$ cat src/srg_pkg.sv
`timescale 1ns / 1ps
`default_nettype none

package srg_pkg;

    // default fixed point format
    localparam int COORD_BITS_DEF = 32;
    localparam int FRAC_BITS_DEF  = 16;

    // configuration register map
    localparam int CFG_INDEX_BITS = 2;
    localparam logic [CFG_INDEX_BITS-1:0] REG_LIGHT_X = 2'd0;
    localparam logic [CFG_INDEX_BITS-1:0] REG_LIGHT_Y = 2'd1;
    localparam logic [CFG_INDEX_BITS-1:0] REG_LIGHT_Z = 2'd2;

endpackage

`default_nettype wire

$ cat src/srg_point_lane.sv
`timescale 1ns / 1ps
`default_nettype none

module srg_point_lane import srg_pkg::*; #(
    parameter int COORD_BITS = COORD_BITS_DEF,
    parameter int FRAC_BITS  = FRAC_BITS_DEF
) (
    input  wire logic                         clk,
    input  wire logic                         en,
    input  wire logic                         hit,
    input  wire logic signed [COORD_BITS-1:0] t,
    input  wire logic signed [COORD_BITS-1:0] org,
    input  wire logic signed [COORD_BITS-1:0] dir,
    input  wire logic signed [COORD_BITS-1:0] light,
    output logic signed [COORD_BITS-1:0]      vec,
    output logic                              sat
);

    localparam int W  = COORD_BITS;
    localparam int PW = 2 * COORD_BITS;
    localparam logic [W-1:0] VMAX = {1'b0, {(W-1){1'b1}}};
    localparam logic [W-1:0] VMIN = {1'b1, {(W-1){1'b0}}};
    localparam logic [PW-1:0] HALF = PW'(1) << (W - 1);

    // stage 1 registers: magnitude product
    logic [PW-1:0]      prod1_reg;
    logic               neg1_reg;
    logic [W-1:0]       org1_reg;
    logic               hit1_reg;
    // stage 2 registers: scaled product
    logic [W-1:0]       prod2_reg;
    logic               sat2_reg;
    logic [W-1:0]       org2_reg;
    logic               hit2_reg;
    // stage 3 registers: hit point
    logic [W-1:0]       pt3_reg;
    logic               sat3_reg;
    logic               hit3_reg;
    // stage 4 registers: light to hit vector
    logic [W-1:0]       vec4_reg;
    logic               sat4_reg;

    logic [W-1:0]  mag_dir;
    logic [W-1:0]  mag_t;
    logic [PW-1:0] q_scaled;
    logic [PW-1:0] q_limit;
    logic [W-1:0]  prod2_next;
    logic          sat2_next;
    logic [W:0]    sum3;
    logic [W-1:0]  pt3_next;
    logic          ovf3;
    logic [W:0]    diff4;
    logic [W-1:0]  vec4_next;
    logic          ovf4;

    // operand magnitudes
    assign mag_dir = dir[W-1] ? (~dir + W'(1)) : dir;
    assign mag_t   = t[W-1] ? (~t + W'(1)) : t;

    // truncate the product and clamp to range
    always_comb
    begin
        q_scaled = prod1_reg >> FRAC_BITS;
        q_limit  = neg1_reg ? HALF : HALF - PW'(1);
        if (q_scaled > q_limit)
        begin
            sat2_next  = 1'b1;
            prod2_next = neg1_reg ? VMIN : VMAX;
        end
        else
        begin
            sat2_next  = 1'b0;
            prod2_next = neg1_reg ? (~q_scaled[W-1:0] + W'(1)) : q_scaled[W-1:0];
        end
    end

    // saturating origin plus product
    always_comb
    begin
        sum3 = {org2_reg[W-1], org2_reg} + {prod2_reg[W-1], prod2_reg};
        ovf3 = sum3[W] != sum3[W-1];
        pt3_next = ovf3 ? (sum3[W] ? VMIN : VMAX) : sum3[W-1:0];
    end

    // saturating hit point minus light
    always_comb
    begin
        diff4 = {pt3_reg[W-1], pt3_reg} - {light[W-1], light};
        ovf4  = diff4[W] != diff4[W-1];
        vec4_next = ovf4 ? (diff4[W] ? VMIN : VMAX) : diff4[W-1:0];
    end

    always_ff @(posedge clk)
    begin
        if (en)
        begin
            prod1_reg <= PW'(mag_dir) * PW'(mag_t);
            neg1_reg  <= dir[W-1] ^ t[W-1];
            org1_reg  <= org;
            hit1_reg  <= hit;

            prod2_reg <= prod2_next;
            sat2_reg  <= sat2_next;
            org2_reg  <= org1_reg;
            hit2_reg  <= hit1_reg;

            pt3_reg   <= pt3_next;
            sat3_reg  <= sat2_reg | ovf3;
            hit3_reg  <= hit2_reg;

            // a miss gives a zero vector and no clamp of its own
            vec4_reg  <= hit3_reg ? vec4_next : '0;
            sat4_reg  <= hit3_reg & (sat3_reg | ovf4);
        end
    end

    assign vec = vec4_reg;
    assign sat = sat4_reg;

endmodule

`default_nettype wire

$ cat config.mk
export PLATFORM = sky130hd
export DESIGN_NAME = srg_point_lane
export DESIGN_NICKNAME = d
export VERILOG_FILES = /design/src/srg_pkg.sv /design/src/srg_point_lane.sv
export SDC_FILE = /design/constraint.sdc
export NUM_CORES = 2
export LEC_CHECK = 0
export CAP_MARGIN = 5
export CORE_ASPECT_RATIO = 0.9
export CORE_MARGIN = 5
export CORE_UTILIZATION = 60
export CTS_BUF_LIST = sky130_fd_sc_hd__clkbuf_4 sky130_fd_sc_hd__clkbuf_8
export CTS_CLUSTER_SIZE = 14
export DETAILED_ROUTE_END_ITERATION = 6
export DONT_BUFFER_PORTS = 1
export GPL_TIMING_DRIVEN = 0
export PLACE_DENSITY = 0.79
export REMOVE_ABC_BUFFERS = 1
export SYNTH_ARGS = -nofsm -noshare
export SYNTH_HDL_FRONTEND = slang
export SYNTH_SLANG_ARGS = --single-unit
$ cat constraint.sdc
create_clock -name clk -period 17.8 [get_ports clk]
set_clock_uncertainty 0.1 [all_clocks]
set_input_delay 3.56 -clock clk [delete_from_list [all_inputs] [get_ports clk]]
set_output_delay 3.56 -clock clk [all_outputs]
set_load 0.03 [all_outputs]
==> flow_results.org <==
** Status
- The flow ran to the end, but the final reports show violations.
- Failing checks :: DRC

** Global routing
- First-pass GRT wire length :: ~210 mm
- Pin count of the biggest net entering global routing :: between 200 and 250
- Initial antenna violation count :: 1
- Global-route total usage across every layer :: 0.3324
- For this run the aggregate overflow at the end of global routing stands at 0.
- Vias in the first global route :: 36840

** Synthesis
- Average cell area after synthesis :: between 9 and 10 sq um
- For this run, the leading register cell type out of synthesis is sky130_fd_sc_hd__edfxtp_1.
- Sequential element share of the synthesized area :: 0.1422
- Yosys printed 0 warnings.
- Yosys mapped the design onto a little over 80 distinct sky130hd cell types.
- Synthesis-stage register bit count :: 215
- In the synthesized netlist the async set-or-reset flop fraction comes to 0.
- The synthesized design contains 215 enable-type register cells.
- Post-synth design cell area :: 45390 sq um
- In the synthesized netlist, the number of instances is 4926.

** Worst setup path
- The worst setup path is captured at a flop.
- In this run the critical register-to-register path is launched from neg1_reg.
- The most numerous cell type found on the critical path is sky130_fd_sc_hd__fa_1.
- Critical path startpoint :: dir[9]
- Delay contributed by the slowest stage of the critical path :: around 0.76 ns
- The critical path is of the input pin to flop type.
- Arrival time of the worst setup path :: 14.50 ns
- Along the worst path, the maximum fanout reaches 11.
- The slowest stage of the critical path is the sky130_fd_sc_hd__xor2_2 cell.
- Critical path launch point type :: input pin
- Data on the critical path is required at its endpoint by roughly 18 ns.

** Clock network
- Cells resized by post-CTS repair :: 0
- Counting along the longest clock path gives a buffer depth of 3.
- Clock transition at the register clock pins on the worst setup and hold paths after CTS :: 0.07 ns
- Total CTS buffers :: 30
- Buffers inserted during post-CTS setup optimization :: 0
- Clock root buffer :: sky130_fd_sc_hd__clkbuf_8
- The later pin in the worst-skew pair is clocked with a latency of just over 0.6 ns.
- CTS Sinks :: 215
- TritonCTS built the clock tree.
- In this run, post-CTS hold repair placed 0 buffers.
- CTS HTree Levels :: 1

** Detailed routing
- Count of TritonRoute iterations in the first routing pass :: 7
- Number of remaining DRC errors :: 2
- Via-per-instance ratio :: 6.072
- Violation count after the first detailed-routing iteration :: 3272
- The detail route stage leaves a number of antenna-violating nets equal to 0.
- Wires add up to 134.3 mm.
- DR WL/cell :: 22.97 microns
- Overall via count from detail_route :: ~35000

** Placed design
- Routability congestion estimate from global placement :: 1.017
- Detailed placement ended at an HPWL of 112.2 mm.
- Number of port buffers :: 0

** Floorplan
- The die is 270.9 microns tall.
- The initial utilization of the core area, before any placement, comes to 0.6061.
- I/O pin count :: 164
- After floorplanning, the core was sized to cover 74880 sq um.
- Area of the die :: ~81000 sq um
- After floorplanning, the core was divided into 95 placement rows.
- From left edge to right edge, the die measures 299.9 microns.

** Final layout
- The top cell types in the final layout, fill and taps aside, are sky130_fd_sc_hd__inv_1 (946), sky130_fd_sc_hd__fa_1 (897), sky130_fd_sc_hd__nor2_1 (645).
- In the final layout, the multi-input gates occupy 35390 sq um.
- In the final layout, the share of cells above drive strength 1 is 0.06177.
- In the final design database the tool counted 6237 nets.
- The register with the most flip-flops in the layout has 48 of them.
- FF/Latch Area :: 6456 sq um
- Area added between synthesis and finish :: 7.906%
- Leaving out fill and tap cells, the most frequent cell in the layout is sky130_fd_sc_hd__inv_1.
- After filler insertion, the fill cell instance count of the layout stands at approximately 5600.

** Timing
- Final worst path period need :: 14.29 ns
- Slew @ Worst Pin :: 1.262 ns
- Dividing the final minimum period by the clock period gives 0.8027.
- Max-slew violations :: 0
- Hold violation total from the final report :: 0
- Setup violations remaining at the end of the flow were counted as 0.
- Remaining max-slew budget at the tightest pin :: 0.1475
- Top achievable clock speed :: 0.06999 GHz
- Setup repair after global routing missed its margin :: no
- After routing, the total negative slack on setup checks comes to 0 ns.

** Worst hold path
- The startpoint identified for the worst hold timing path is org1_reg[10].
- Min-delay worst type :: flop to flop

** Flow run
- Count of maximum capacitance violations :: 0
==> cells in the mapped netlist, types with 6 or more instances <==
library cell                 n  area [sq um]
sky130_fd_sc_hd__a211oi_1   11         82.58
sky130_fd_sc_hd__a21boi_0    6         45.04
sky130_fd_sc_hd__a21o_1     78         585.6
sky130_fd_sc_hd__a21oi_1   169         845.8
sky130_fd_sc_hd__a221oi_1    9         78.83
sky130_fd_sc_hd__a31oi_1    18         112.6
sky130_fd_sc_hd__and2_1     17         106.4
sky130_fd_sc_hd__and3_1      7         43.79
sky130_fd_sc_hd__buf_2      19         95.09
sky130_fd_sc_hd__clkbuf_1  191         716.9
sky130_fd_sc_hd__edfxtp_1  215          6456
sky130_fd_sc_hd__fa_1      897         17960
sky130_fd_sc_hd__ha_1      359          4492
sky130_fd_sc_hd__inv_1     946          3551
sky130_fd_sc_hd__mux2i_1    21         210.2
sky130_fd_sc_hd__nand2_1   570          2140
sky130_fd_sc_hd__nand2b_1   26         162.7
sky130_fd_sc_hd__nand3_1    28         140.1
sky130_fd_sc_hd__nand4_1    31         193.9
sky130_fd_sc_hd__nor2_1    645          2421
sky130_fd_sc_hd__nor2b_1    16         100.1
sky130_fd_sc_hd__nor3_1     39         195.2
sky130_fd_sc_hd__nor4_1     14         87.58
sky130_fd_sc_hd__o211ai_1   14         105.1
sky130_fd_sc_hd__o21a_1     17         127.6
sky130_fd_sc_hd__o21ai_0   138         690.7
sky130_fd_sc_hd__o21bai_1   19         142.6
sky130_fd_sc_hd__o22ai_1    28         175.2
sky130_fd_sc_hd__o31a_1      9         78.83
sky130_fd_sc_hd__o31ai_1    11         82.58
sky130_fd_sc_hd__o41ai_1    11         96.34
sky130_fd_sc_hd__or2_2       7         43.79
sky130_fd_sc_hd__or3_1      13         81.33
sky130_fd_sc_hd__or4_1      14         105.1
sky130_fd_sc_hd__xnor2_1   128          1121
sky130_fd_sc_hd__xor2_1     88         770.7
==> cells by family (layout without fill, tap and decap cells) <==
| group | count (synthesis) | in the layout | synth area share |
|---|---|---|---|
| buffers and inverters | 1165 | 1112 | 0.09745 |
| other | 0 | 1 | 0 |
| and+or+nand+nor | 1456 | 1456 | 0.1342 |
| adders and majority gates | 1261 | 1261 | 0.4957 |
| DFF | 215 | 215 | 0.1422 |
| xor gates and xnor gates | 218 | 218 | 0.04240 |
| AOI/OAI and AO/OA | 587 | 587 | 0.08264 |
| muxes | 24 | 24 | 0.005375 |
==> path summary, 6_finish.rpt <==
check	to	slack, ns	cells past startpoint
min reg2reg	org2_reg[10]	0.27	0
max reg2reg	prod2_reg[29]	11.86	13
max	prod1_reg[63]	3.51	28
min	org2_reg[10]	0.27	0
==> routing by layer <==
metal / vias to the layer above / GRT usage / part of all wire
li1: 15160 / - / -
met1: 17290 / 0.4303 / 0.36
met2: 2418 / 0.4822 / 0.42
met3: 622 / 0.1207 / 0.14
met4: 0 / 0.1977 / 0.079
met5: - / 0 / 0
==> stage by stage <==
step                utilization  cell area (sq um)  instances  hold slack (ns)  setup slack [ns]
floorplan                     -              44520       4707           0.3003             5.026
global placement         0.6107              45730       5677           0.3029             1.664
detailed placement       0.6448              48280       5786           0.3045             3.142
CTS                      0.6536              48940       5841           0.2741             3.749
global route             0.6540              48970       5843           0.3110             3.104
finish                   0.6540              48980       5844           0.2741             3.512
==> cell type report <==
cell class / instances / share of cell area
Multi-Input combinational cell: 3546 / 0.7226
Tap cell: 970 / 0.02478
Timing Repair Buffer: 111 / 0.03485
Clock inverter: 21 / 0.004368
Inverter: 946 / 0.07250
Antenna cell: 1 / 0.00005109
Sequential cell: 215 / 0.1318
Clock buffer: 34 / 0.009044
==> critical path: cells and delay by family <==
kind / cells / cell delay [ns]
fa+ha+maj: 9 / 4.66
compound gates: 7 / 2.62
simple gates: 7 / 2.37
xor+xnor: 2 / 0.87
buf+inv: 3 / 0.39
Power is not shown: default switching activity piles up to over one toggle a cycle in this logic, so the estimate is an artifact.
